===== src/rtl/mcm_pkg.sv =====
// Shared types and constants for the 4x4 column matrix multiply core.
package mcm_pkg;

    localparam int ELEM_W       = 32;
    localparam int PROD_W       = 2 * ELEM_W;
    localparam int FIELD_ROWS   = 4;
    localparam int COL_W        = 2;
    localparam int DIM_DEFAULT  = 4;
    localparam int FRAC_DEFAULT = 16;

    typedef logic signed [ELEM_W-1:0] elem_t;
    typedef logic signed [PROD_W-1:0] prod_t;
    typedef logic [COL_W-1:0]         col_t;

    typedef enum logic
    {
        OP_LOAD = 1'b0,
        OP_MUL  = 1'b1
    } op_t;

    localparam elem_t ELEM_MAX = 32'sh7FFF_FFFF;
    localparam elem_t ELEM_MIN = 32'sh8000_0000;

    // Control that travels alongside each word in the pipeline.
    typedef struct packed
    {
        logic valid;
        col_t column;
    } tag_t;

endpackage


===== src/rtl/mcm_reduce.sv =====
// Reduction stages: pairwise sums, final sum, fixed-point shift and saturation.
module mcm_reduce #(
    parameter int NU        = mcm_pkg::DIM_DEFAULT,
    parameter int FRAC_BITS = mcm_pkg::FRAC_DEFAULT
)
(
    input  logic           clk,
    input  logic           rst_n,
    input  mcm_pkg::tag_t  tag_in,
    input  mcm_pkg::prod_t prod [NU][NU],
    input  logic           out_stall,
    output logic           ready,
    output mcm_pkg::tag_t  tag_out,
    output mcm_pkg::elem_t res  [mcm_pkg::FIELD_ROWS],
    output logic           overflow
);

    localparam int NH     = (NU + 1) / 2;
    localparam int HALF_W = mcm_pkg::PROD_W + 1;
    localparam int SUM_W  = mcm_pkg::PROD_W + 2;

    mcm_pkg::tag_t          tag3_reg;
    mcm_pkg::tag_t          tag4_reg;
    logic signed [HALF_W-1:0] half_reg  [NU][NH];
    logic signed [HALF_W-1:0] half_next [NU][NH];
    mcm_pkg::elem_t         res_reg   [mcm_pkg::FIELD_ROWS];
    mcm_pkg::elem_t         res_next  [mcm_pkg::FIELD_ROWS];
    logic [mcm_pkg::FIELD_ROWS-1:0] row_sat;
    logic                   overflow_reg;
    logic                   overflow_next;
    logic                   ready4;

    assign ready4 = !tag4_reg.valid || !out_stall;
    assign ready  = !tag3_reg.valid || ready4;

    // Pairwise sums; an odd last term passes through alone.
    for (genvar r = 0; r < NU; r++)
    begin : g_half_row
        for (genvar k = 0; k < NH; k++)
        begin : g_half
            if (2 * k + 1 < NU)
            begin : g_pair
                assign half_next[r][k] = HALF_W'(prod[r][2*k]) + HALF_W'(prod[r][2*k+1]);
            end
            else
            begin : g_single
                assign half_next[r][k] = HALF_W'(prod[r][2*k]);
            end
        end
    end

    for (genvar r = 0; r < mcm_pkg::FIELD_ROWS; r++)
    begin : g_out_row
        if (r < NU)
        begin : g_live
            logic signed [SUM_W-1:0] total;
            logic signed [SUM_W-1:0] shifted;
            logic                    fits;

            always_comb
            begin
                total = '0;
                for (int k = 0; k < NH; k++)
                begin
                    total = total + SUM_W'(half_reg[r][k]);
                end
                shifted = total >>> FRAC_BITS;
                // fits when every bit above the sign of a 32-bit word matches it
                fits = (&shifted[SUM_W-1:mcm_pkg::ELEM_W-1])
                    || !(|shifted[SUM_W-1:mcm_pkg::ELEM_W-1]);
                if (fits)
                begin
                    res_next[r] = shifted[mcm_pkg::ELEM_W-1:0];
                end
                else if (shifted[SUM_W-1])
                begin
                    res_next[r] = mcm_pkg::ELEM_MIN;
                end
                else
                begin
                    res_next[r] = mcm_pkg::ELEM_MAX;
                end
                row_sat[r] = !fits;
            end
        end
        else
        begin : g_dead
            assign res_next[r] = '0;
            assign row_sat[r]  = 1'b0;
        end
    end

    assign overflow_next = |row_sat;

    always_ff @(posedge clk or negedge rst_n)
    begin
        if (!rst_n)
        begin
            tag3_reg <= '0;
            tag4_reg <= '0;
        end
        else
        begin
            if (ready)
            begin
                tag3_reg <= tag_in;
            end
            if (ready4)
            begin
                tag4_reg <= tag3_reg;
            end
        end
    end

    always_ff @(posedge clk)
    begin
        if (ready)
        begin
            half_reg <= half_next;
        end
        if (ready4)
        begin
            res_reg      <= res_next;
            overflow_reg <= overflow_next;
        end
    end

    assign tag_out  = tag4_reg;
    assign res      = res_reg;
    assign overflow = overflow_reg;

endmodule


===== config.mk =====
export PLATFORM = sky130hd
export DESIGN_NAME = mcm_reduce
export DESIGN_NICKNAME = d
export VERILOG_FILES = /design/src/rtl/mcm_pkg.sv /design/src/rtl/mcm_reduce.sv
export SDC_FILE = /design/constraint.sdc
export NUM_CORES = 2
export LEC_CHECK = 0
export ABC_AREA = 1
export BUFFER_PORTS_ARGS = -buffer_cell sky130_fd_sc_hd__buf_2
export CAP_MARGIN = 20
export CORE_AREA = 2 2 455 457
export CTS_CLUSTER_DIAMETER = 120
export DETAILED_ROUTE_END_ITERATION = 16
export DIE_AREA = 0 0 457 459
export PLACE_DENSITY = 0.57
export SLEW_MARGIN = 20
export SYNTH_ARGS = -nofsm -noshare
export SYNTH_HDL_FRONTEND = slang
export SYNTH_SLANG_ARGS = --single-unit

===== constraint.sdc =====
create_clock -name clk -period 21 [get_ports clk]
set_clock_uncertainty 0.15 [all_clocks]
set_input_delay 4.2 -clock clk [delete_from_list [all_inputs] [get_ports clk]]
set_output_delay 4.2 -clock clk [all_outputs]
set_load 0.02 [all_outputs]

**Yosys cells after proc, flatten, opt, wreduce, memory -nomap -nowiden**

Cells that the tools add are included.
Widths: inputs -> output; s select.

- $add $sub $neg: 12
- Muxes and demuxes: 8
- Reduce and logical (&&, ||, !) cells: 26

Operators by type and width:

| kind | count |
|---|---|
| $add 64x64->65 | 8 |
| $add 65x65->66 | 4 |
| $mux 32 | 8 |
| $reduce_and 19->1 | 4 |
| $reduce_or 19->1 | 4 |
| $logic_not 1->1 | 11 |
| $logic_or 1x1->1 | 6 |
| $reduce_or 4->1 | 1 |

- Flip-flop bits (word level): 655
- Input bits: 1,030
- Word-level logic and storage cells: 63

**Depth between registers and ports, before layout**

- Depth after elaboration: 6
- Depth in mapped cells: 24

**Worst setup path before layout**

Ideal clock, no wire load.

- Kind: input-to-reg
- From: input port out_stall
- To: register half_reg[0] (netlist bit), enable pin
- Library setup time: 5.107 ns
- Arrival time: 15.869 ns
- Slack: -0.126 ns
- Stages: 1
- Buffers on the path: 0
- Path through: nand3_1

- Longest elaborated chain between the ends: 3

Ends and longest elaborated chain:

| what | RTL line | RTL |
|---|---|---|
| from (decl) | mcm_reduce.sv:11 | `input logic out_stall,` |
| $logic_not 1->1 | mcm_reduce.sv:33 | `assign ready4 = !tag4_reg.valid \|\| !out_stall;` |
| $logic_or 1x1->1 | mcm_reduce.sv:33 |  |
| $logic_or 1x1->1 | mcm_reduce.sv:34 | `assign ready = !tag3_reg.valid \|\| ready4;` |
| to (signal assigned) | mcm_reduce.sv:119 | `half_reg <= half_next;` |
| to (decl) | mcm_reduce.sv:24 | `logic signed [HALF_W-1:0] half_reg [NU][NH];` |

No other way between the ends.
A chain may end at the register's enable or synchronous reset.

**Worst setup path in the final report**

- From: input port out_stall
- To: output port ready

- Longest elaborated chain between the ends: 3

Ends and longest elaborated chain:

| what | RTL line | RTL |
|---|---|---|
| $logic_not 1->1 | mcm_reduce.sv:33 |  |
| $logic_or 1x1->1 | mcm_reduce.sv:33 |  |
| $logic_or 1x1->1 | mcm_reduce.sv:34 |  |
| to (decl) | mcm_reduce.sv:12 | `output logic ready,` |

No other way between the ends.

==> qor.yml <==
status:
  status: "complete, no violations"
placed_design:
  dp_hpwl_um: 302000
  io_buffers: 1162
  dp_cells: 15800
  post-place-ws_ns: 11.61
  gp_congestion: 1.03
detailed_routing:
  first_pass_iters: 6
  routed_via_density: 5.14
  routed_wl_um: 341000
  wl_per_cell_um: 21.4
  vias: 82100
  drtAntennaViolNets: 0
  drtIter0Drc: 7118
  remaining_drc_errors: 0
clock_network:
  cts_resized: 0
  htreeDepth: 3
  cts.path.max_buffers: 3
  clockRootBuffer: "clkbuf_16"
  cts_hold_buf: 0
  cts_tree: "done"
  cts_sinks: 655
  clk_pin_slew_ns: 0.06
  post-cts-setup-buffers: 0
  cts-buffers-inserted: 82
  insertion_delay_ns: 0.72
sta:
  tightest_slew_ns: 1.03
  hold_violations: 0
  period_minus_slack_ns: 9.38
  finalSetupTns_ns: 0
  finalMaxSlewViolations: 0
  rsz0062_at_grt: "no"
  worst_slack_ns: 11.62
  clock.fmax_mhz: 107
  holdWs_ns: 0.373
  setup_viol: 0
  maxSlewHeadroom_pct: 30.2
  finalCritPeriodShare_pct: 44.7
die:
  dieArea_um2: 210000
  rows: 167
  io_pins: 1163
  initial_core_util_pct: 37.4
  die_width_um: 457
  core_area_um2: 206000
  die_height_um: 459
logic_synthesis:
  synth_area_per_cell_um2: 6.45
  synth_flop_cell: "edfxtp_1"
  yosys_warnings: 0
  async_reset_ff_share_pct: 0.916
  syn-num-nets: 13700
  syn_area_um2: 76800
  syn_inst: 11900
  ys_seq_elements: 655
  ys_seq_area_share_pct: 25.6
  synth-edff-count: 649
  synth_cell_types: 50
global_route:
  grt_first_pass_wirelength_um: 493000
  first_global_vias: 77900
  grt_overflow: 0
  globalRouteTotalUtil_pct: 31.4
  antenna_found_initial: 83
  grt_max_degree: 145
power_and_ir_drop:
  powerDensity_nw_per_um2: 95.4
  vdd_drop_max_v: 0.0000570
  leakagePower_nw: 45.7
  finalPower_w: 0.00848
worst_setup_path:
  worst_path_max_delay_cell: "nand3_4"
  reg2reg_setup_slack_ns: 16.51
  cp_max_fo: 29
  crit_buf_inv: 2
  critPathCaptureType: "primary output"
  cp_slowest_stage_delay_ns: 0.38
  cp.required_ns: 16.65
  critPathArrivalTime_ns: 5.03
  crit_family: "buffers and inverters"
  path_common_cell: "buf_2"
  startpoint: "out_stall"
  critPathLaunchType: "input port"
  path_class: "in -> out"
  r2r_start: "half_reg[137]"
  path_cells: "buf_2 -> nand3_4 -> buf_2"
layout:
  multi_input_area_um2: 49000
  layout-drive-gt1-share_pct: 10.5
  layout-area-overhead-vs-synth_pct: 15.8
  layout_common_cells: "nand2_1 (3751), inv_1 (2093), nor2_1 (1263), buf_2 (1162), a21oi_1 (984)"
  num-fill-cells: 22900
  nets: 14900
  mostFrequentLayoutCell: "nand2_1"
  largest_register_ffs: 520
  fin_cells: 16000
  ff_latch_area_um2: 19600
min_path:
  holdCritPathClass: "reg -> reg"
  min-delay-start: "tag3_reg[0]"
flow_run:
  cap_viol_max_count: 0
[final cells by class]
cell class,instances,share of cell area [%]
multi-input cells,9110,55.1
flip-flops and latches,655,22.1
inverters,2114,8.93
repair buffers,1173,6.66
well taps,2704,3.81
clock buffers,93,2.41
clock inverters,57,0.812
diodes,54,0.152
[logic make-up (layout without fill, tap and decap cells)]
group | Yosys count | after routing | share of synthesized area (%)
and+or+nand+nor | 5727 | 5727 | 29.7
buffers and inverters | 2138 | 3437 | 10.6
AOI/OAI and AO/OA | 2022 | 2022 | 14.7
adders and majority gates | 776 | 776 | 12.7
DFF | 655 | 655 | 25.6
xor gates and xnor gates | 585 | 585 | 6.69
other | 0 | 54 | 0
[worst min-delay path, cell delays in order (launching register included)]
cell     delay, ns
dfrtp_1       0.36
inv_1         0.06
a21oi_1       0.06
[worst paths after layout]
path | end | depth (start not counted)
setup / recovery | ready | 3
hold / removal | tag_out[0] | 2
setup reg to reg | res[57] | 18
hold reg to reg | tag_out[0] | 2
max in group asynchronous | tag_out[2] | 1
min in group asynchronous | tag3_reg[0] | 1
[metrics by stage]
stage                     utilization (%)  cell area, um^2
after floorplan                         -            76800
after global placement               41.8            85900
after detailed placement             41.8            85900
after CTS                            43.2            88800
after global routing                 43.2            88900
final                                43.2            88900
[metal layers]
| metal | vias to the layer above | GRT usage [%] | routed length [um] |
|---|---|---|---|
| met4 | 28 | 16.0 | 19100 |
| met1 | 37600 | 41.8 | 152000 |
| met3 | 530 | 3.38 | 20200 |
| met5 | - | 0 | 209 |
| met2 | 2871 | 50.2 | 150000 |
| li1 | 41100 | - | - |
[power by group]
part | total (W) | internal, W | switching [W]
clock | 0.00153 | 0.000906 | 0.000629
sequential | 0.00217 | 0.00193 | 0.000233
combinational | 0.00478 | 0.00145 | 0.00333
total | 0.00848 | 0.00429 | 0.00419
[synth_stat cells, types with 29 or more instances]
cell type | instances | share of area [%]
nand2_1 | 3752 | 18
ha_1 | 768 | 13
o21ai_0 | 424 | 2.8
edfxtp_1 | 649 | 25
xor2_1 | 387 | 4.4
o21bai_1 | 66 | 0.65
xnor2_1 | 196 | 2.2
a21boi_0 | 47 | 0.46
nand4_1 | 63 | 0.51
and3_1 | 29 | 0.24
o21ai_1 | 74 | 0.48
a21o_1 | 37 | 0.36
nor2_1 | 1263 | 6.2
nand3_1 | 380 | 2.5
inv_1 | 2093 | 10
o21a_1 | 82 | 0.80
a31oi_1 | 206 | 1.7
nor3_1 | 140 | 0.91
a21oi_1 | 984 | 6.4
Note: power is estimated with default switching activity, not from simulation.
