`src/rtl/mcm_pkg.sv`:
```
// Shared types and constants for the 4x4 column matrix multiply core.
package mcm_pkg;

    localparam int ELEM_W       = 32;
    localparam int PROD_W       = 2 * ELEM_W;
    localparam int FIELD_ROWS   = 4;
    localparam int COL_W        = 2;
    localparam int DIM_DEFAULT  = 4;
    localparam int FRAC_DEFAULT = 16;

    typedef logic signed [ELEM_W-1:0] elem_t;
    typedef logic signed [PROD_W-1:0] prod_t;
    typedef logic [COL_W-1:0]         col_t;

    typedef enum logic
    {
        OP_LOAD = 1'b0,
        OP_MUL  = 1'b1
    } op_t;

    localparam elem_t ELEM_MAX = 32'sh7FFF_FFFF;
    localparam elem_t ELEM_MIN = 32'sh8000_0000;

    // Control that travels alongside each word in the pipeline.
    typedef struct packed
    {
        logic valid;
        col_t column;
    } tag_t;

endpackage

```
`src/rtl/mcm_left_store.sv`:
```
// Left matrix storage: one column written per load word, all entries read in parallel.
module mcm_left_store #(
    parameter int NU = mcm_pkg::DIM_DEFAULT
)
(
    input  logic          clk,
    input  logic          rst_n,
    input  logic          wr_en,
    input  mcm_pkg::col_t wr_col,
    input  mcm_pkg::elem_t wr_data [NU],
    output mcm_pkg::elem_t mat     [NU][NU]
);

    mcm_pkg::elem_t mat_reg [NU][NU];

    for (genvar c = 0; c < NU; c++)
    begin : g_col
        for (genvar r = 0; r < NU; r++)
        begin : g_row
            always_ff @(posedge clk or negedge rst_n)
            begin
                if (!rst_n)
                begin
                    mat_reg[r][c] <= '0;
                end
                else if (wr_en && (wr_col == mcm_pkg::COL_W'(c)))
                begin
                    mat_reg[r][c] <= wr_data[r];
                end
            end

            assign mat[r][c] = mat_reg[r][c];
        end
    end

endmodule

```
`config.mk`:
```
export PLATFORM = sky130hd
export DESIGN_NAME = mcm_left_store
export DESIGN_NICKNAME = d
export VERILOG_FILES = /design/src/rtl/mcm_pkg.sv /design/src/rtl/mcm_left_store.sv
export SDC_FILE = /design/constraint.sdc
export NUM_CORES = 1
export LEC_CHECK = 0
export ABC_AREA = 1
export BUFFER_PORTS_ARGS = -buffer_cell sky130_fd_sc_hd__buf_4
export CAP_MARGIN = 20
export CORE_AREA = 3 3 252 254
export CTS_BUF_LIST = sky130_fd_sc_hd__clkbuf_16
export CTS_CLUSTER_SIZE = 25
export DETAILED_ROUTE_END_ITERATION = 6
export DIE_AREA = 0 0 255 257
export HOLD_SLACK_MARGIN = 0.05
export PLACE_DENSITY = 0.67
export SYNTH_ARGS = -nofsm -noshare
export SYNTH_HDL_FRONTEND = slang
export SYNTH_SLANG_ARGS = --single-unit
```
`constraint.sdc`:
```
create_clock -name clk -period 1.1 [get_ports clk]
set_input_delay 0.055 -clock clk [delete_from_list [all_inputs] [get_ports clk]]
set_output_delay 0.055 -clock clk [all_outputs]
set_load 0.005 [all_outputs]
```
Word-level counts from Yosys, hierarchy flattened
Cells that the tools add are included.
{ "word_totals": {"reg_bits": 512, "inputBits": 133, "output_inout_bits": 512, "word_cells": 24} }
{ "classes": {"n_eq_ne": 3, "reduce_logical": 5} }
{ "op_table": {"columns": ["operator", "n"], "rows": [
  ["$eq 2x2->1 const B", 2],
  ["$logic_and 1x1->1", 4],
  ["$eq 2x1->1 const B", 1],
  ["$logic_not 2->1", 1]
]} }

Depth between registers and ports, before layout
{ "logic_depth": {"depth_word": 2, "ltp_mapped": 7, "mapped_depth_nobuf": 4} }

Least setup slack after synthesis
Ideal clock, no wire load.
{ "synth_path": {"kind": "input to register", "from": "input port wr_col[0]", "to": "register mat_reg, in the netlist mat[491]", "setup_time_ps": 116, "t_arrival_ps": 773, "required_time_ps": 984, "setup_slack_ps": 211, "stages": 7, "n_path_buf": 3, "cell_sequence": "buf_4 nor2_4 nand2_1 buf_2 buf_6 nand2_1 nand2_1"} }
{ "synth_between": {"elab_chain_cells": 2} }
{ "synth_rtl": {"columns": ["element", "line_no", "source"], "rows": [
  ["from (decl)", "mcm_left_store.sv:9", "input mcm_pkg::col_t wr_col,"],
  ["$logic_not 2->1", "mcm_left_store.sv:26", "else if (wr_en && (wr_col == mcm_pkg::COL_W'(c)))"],
  ["$logic_and 1x1->1", "mcm_left_store.sv:26", null],
  ["to (signal, indexed assignment)", "mcm_left_store.sv:28", "mat_reg[r][c] <= wr_data[r];"],
  ["to (decl)", "mcm_left_store.sv:14", "mcm_pkg::elem_t mat_reg [NU][NU];"]
]} }
No other way between the ends.
A chain may end at the register's enable or synchronous reset.

Worst setup path in the final report
{ "layout_path": {"from": "register mat_reg, in the netlist mat[128]", "to": "output port mat[128] in the netlist's numbering"} }
{ "layout_lines": {"columns": ["element", "line_no", "source"], "rows": [
  ["to (decl)", "mcm_left_store.sv:11", "output mcm_pkg::elem_t mat [NU][NU]"]
]} }
No word-level cell between the ends.

==> impl_results.rst <==
.. list-table::
   :header-rows: 1

   * - Metric
     - Value
   * - Synth Warn #
     - 0
   * - First-pass iteration count of the detailed router
     - 6
   * - Root Buffer Master
     - sky130_fd_sc_hd__clkbuf_16
   * - Kind of path behind the tightest hold check
     - input pin to register
   * - Final setup skew
     - 0 ns
   * - Pin count of the biggest net entering global routing
     - 67
   * - Smallest hold slack
     - 0.0933 ns
   * - Rel. slew slack
     - 34.6%
   * - Path type of the worst setup path
     - register to output port
   * - Post-synth ARST share
     - 100%
   * - Max stage delay on crit path
     - 0.50 ns
   * - Clock-pin slew of the registers on the worst-case setup and hold paths
     - 0.06 ns
   * - Antenna violations before repair
     - 2
   * - Worst hold path cell count
     - 5
   * - Num ports
     - ~650
   * - Count of routing violations after the opening detailed-route iteration
     - between 1,500 and 2,000
   * - Die span in y
     - 257 µm
   * - Share of synthesized area occupied by flip-flops and latches
     - 61.2%
   * - Maximum clock insertion buffer count
     - 3
   * - Req. time, crit path
     - about 1.0 ns
   * - Number of logic stages on the critical path including buffering
     - 1
   * - Global route total overflow
     - 0
   * - Global-route total usage across every layer
     - 26.1%
   * - Count of state elements after synthesis
     - 512
   * - Port Buffer Count
     - 644
   * - Share of synthesized cell area in and, or, nand and nor gates
     - between 30 and 40%
   * - Effective utilization at floorplan
     - 34.1%
   * - Total power divided by cell area
     - 1660 nW/µm²
   * - Wire length of the first global-routing pass
     - 132,000 µm
   * - Yosys top cell area share
     - 61.2%
   * - Max Transition Viols Final
     - 0
   * - Core outline area
     - around 61,000 µm²
   * - Per-cell routed wire length
     - 21.6 µm
   * - Netlist Area Pre-Place
     - 20,900 µm²
   * - Post-synth EDFFs
     - 0
   * - Count of buffering cells on the critical path with inverters included
     - 1
   * - Via count of the first global-routing pass
     - 21,800
   * - Slowest-stage cell, CP
     - sky130_fd_sc_hd__dfrtp_2
   * - Count leader, synth
     - sky130_fd_sc_hd__nand2_1
   * - Pre-CTS setup slack
     - -0.0416 ns
   * - Total Nets Final
     - 3,472
   * - Fraction of layout instances using a drive strength above 1
     - between 30% and 40%
   * - Final GP Congestion
     - 0.849
   * - Xor-xnor portion of the synthesized cell area
     - 0%
   * - Critical path, cell by cell
     - buf_6
   * - Type of destination of the critical path
     - output port
   * - Period minus WS final
     - 1.31 ns
   * - Worst setup margin
     - -0.209 ns
   * - Final Total Pwr
     - 57.9 mW
   * - Cell family with the largest share of critical-path delay
     - flip-flops
   * - Length in cells of the worst reg-to-reg path
     - 4
   * - Failing checks
     - setup timing
   * - Num rows
     - slightly above 90
   * - Most numerous cell types in the synthesized netlist
     - sky130_fd_sc_hd__nand2_1, sky130_fd_sc_hd__dfrtp_1, sky130_fd_sc_hd__nand4_1, sky130_fd_sc_hd__buf_2, sky130_fd_sc_hd__nand3_1
   * - Via count
     - 22,000
   * - Area after DPL
     - 27,300 µm²
   * - RSZ-0062 raised after global routing
     - yes
   * - Adder and majority cell fraction of the synthesized area
     - 0%
   * - H-tree Lvls
     - 2
   * - Total leakage power
     - 18.2 nW
   * - Sum of net half-perimeters after detailed placement
     - 55,300 µm
   * - Dominant register cell in the synthesized netlist
     - sky130_fd_sc_hd__dfrtp_1
   * - DIE AREA
     - 65,500 µm²
   * - CP Data Arrival Time
     - 1.25 ns
   * - Cell count after synthesis
     - ~2,300
   * - Upper clock frequency limit
     - 764 MHz
   * - Largest family of logic cells by synthesized area
     - simple AND/OR/NAND/NOR gates
   * - Nature of the critical path startpoint
     - register
   * - Final Setup Violations
     - between 500 and 600
   * - Number of flip-flops in the largest register
     - 512
   * - Multiplexer area fraction after synthesis
     - 0%
   * - Fraction of the cycle the final worst path needs
     - 119%
   * - Final wirelength
     - 90,100 µm
   * - Final hold viol count
     - 0
   * - Clock tree from TritonCTS
     - done
   * - Latest clock arrival within the worst-skew pair
     - ~0.58 ns
   * - Layout Area Growth over Synthesis
     - 66.1%
   * - Count of maximum capacitance violations
     - 0
   * - Dominant cell type by area after synthesis
     - sky130_fd_sc_hd__dfrtp_1
   * - Synthesized net count
     - 2,401
   * - Final total negative setup slack
     - -30.29 ns
   * - Compound-cell area share of the yosys netlist
     - 0%
   * - Cts bufs inserted
     - 54
   * - Post-synthesis cell type count
     - 10
   * - Vias/cell
     - 5.27
   * - Syn Area/Cell
     - between 9 and 10 µm²
   * - Result of the run
     - complete, but fails checks
   * - Worst voltage drop across the vdd grid
     - 1.21 mV
   * - Sink Count
     - 512
   * - Antenna-violating nets left
     - 0
   * - Post-route DRC
     - 0
   * - Horizontal die dimension
     - about 260 µm
   * - Final instance area
     - around 35,000 µm²
   * - Dominant cells by area after synthesis
     - sky130_fd_sc_hd__dfrtp_1, sky130_fd_sc_hd__nand2_1, sky130_fd_sc_hd__nand4_1
   * - Slew at the pin closest to its max-slew limit
     - 0.981 ns
   * - Max Fanout on Critical Path
     - 2
==> report_power, final <==
part / total [mW] / internal (mW) / switching, mW
sequential: 24.4 / 21.9 / 2.58
combinational: 16.2 / 9.57 / 6.59
clock: 17.3 / 9.68 / 7.58
total: 57.9 / 41.1 / 16.8
==> cells by family after synthesis <==
family / count (synthesis)
buffers and inverters: 215
flip-flops: 512
AND/OR/NAND/NOR: 1541
==> final timing paths <==
path | start | end | slack, ns
max in group asynchronous | rst_n | mat[58] | 0.37
worst max-delay path | mat[128] | mat[128] | -0.21
worst min-delay path | wr_col[1] | mat[129] | 0.09
worst min register to register | mat[353] | mat[353] | 0.49
min in group asynchronous | rst_n | mat[50] | 0.14
worst max register to register | mat[195] | mat[195] | 0.21
==> metrics by stage <==
stage | std cells | util (%)
3_3_place_gp | 3622 | 44.4
6_report | 4171 | 56.6
5_1_grt | 4169 | 56.6
3_5_place_dp | 3622 | 44.4
2_1_floorplan | 2268 | -
4_1_cts | 4039 | 54.9
==> per-layer routing <==
metal | GRT usage (%) | vias to the layer above | share of wire [%]
li1 | - | 9757 | -
met1 | 32.7 | 10700 | 38
met2 | 42.5 | 1235 | 48
met3 | 6.11 | 299 | 9.1
met4 | 12.7 | 0 | 5.3
met5 | 0 | - | 0
==> layout make-up <==
| class | count | area (µm²) |
|---|---|---|
| Antenna cell | 2 | 5.00 |
| Clock buffer | 55 | 1380 |
| Clock inverter | 41 | 258 |
| Fill cell | 4857 | 26700 |
| Inverter | 2 | 12.5 |
| Multi-Input combinational cell | 1541 | 6960 |
| Sequential cell | 512 | 12800 |
| Tap cell | 790 | 988 |
| Timing Repair Buffer | 1228 | 12400 |
==> repair_timing <==
action	CTS	global route
setup endpoints to repair	512	649
pin swaps	0	1
gates resized for setup	514	7
endpoints found under the hold margin	1024	23
buffers inserted	124	127
hold buffers	197	6
==> cells in the final DEF (no fill, tap or decap), types with 2 or more instances in the layout <==
cell type / synthesis / routed
sky130_fd_sc_hd__diode_2: 0 / 2
sky130_fd_sc_hd__buf_4: 27 / 459
sky130_fd_sc_hd__buf_8: 0 / 4
sky130_fd_sc_hd__dfrtp_2: 0 / 4
sky130_fd_sc_hd__clkinv_2: 0 / 9
sky130_fd_sc_hd__inv_4: 0 / 2
sky130_fd_sc_hd__bufinv_16: 0 / 3
sky130_fd_sc_hd__inv_1: 0 / 13
sky130_fd_sc_hd__clkinv_1: 0 / 13
sky130_fd_sc_hd__nand3_4: 0 / 3
sky130_fd_sc_hd__buf_12: 0 / 55
sky130_fd_sc_hd__nand3_1: 131 / 128
sky130_fd_sc_hd__dlymetal6s4s_1: 0 / 5
sky130_fd_sc_hd__clkbuf_16: 0 / 55
sky130_fd_sc_hd__buf_6: 13 / 512
sky130_fd_sc_hd__dfrtp_1: 512 / 508
sky130_fd_sc_hd__nand2_1: 1025 / 1024
sky130_fd_sc_hd__nand4_1: 384 / 384
sky130_fd_sc_hd__dlygate4sd3_1: 0 / 193
==> worst register-to-register path: stages, from the launching register on <==
cell	delay, ns
sky130_fd_sc_hd__dfrtp_1	0.39
sky130_fd_sc_hd__buf_4	0.14
sky130_fd_sc_hd__buf_4	0.12
sky130_fd_sc_hd__nand2_1	0.07
sky130_fd_sc_hd__nand2_1	0.06
(Power assumes the default switching activity.)
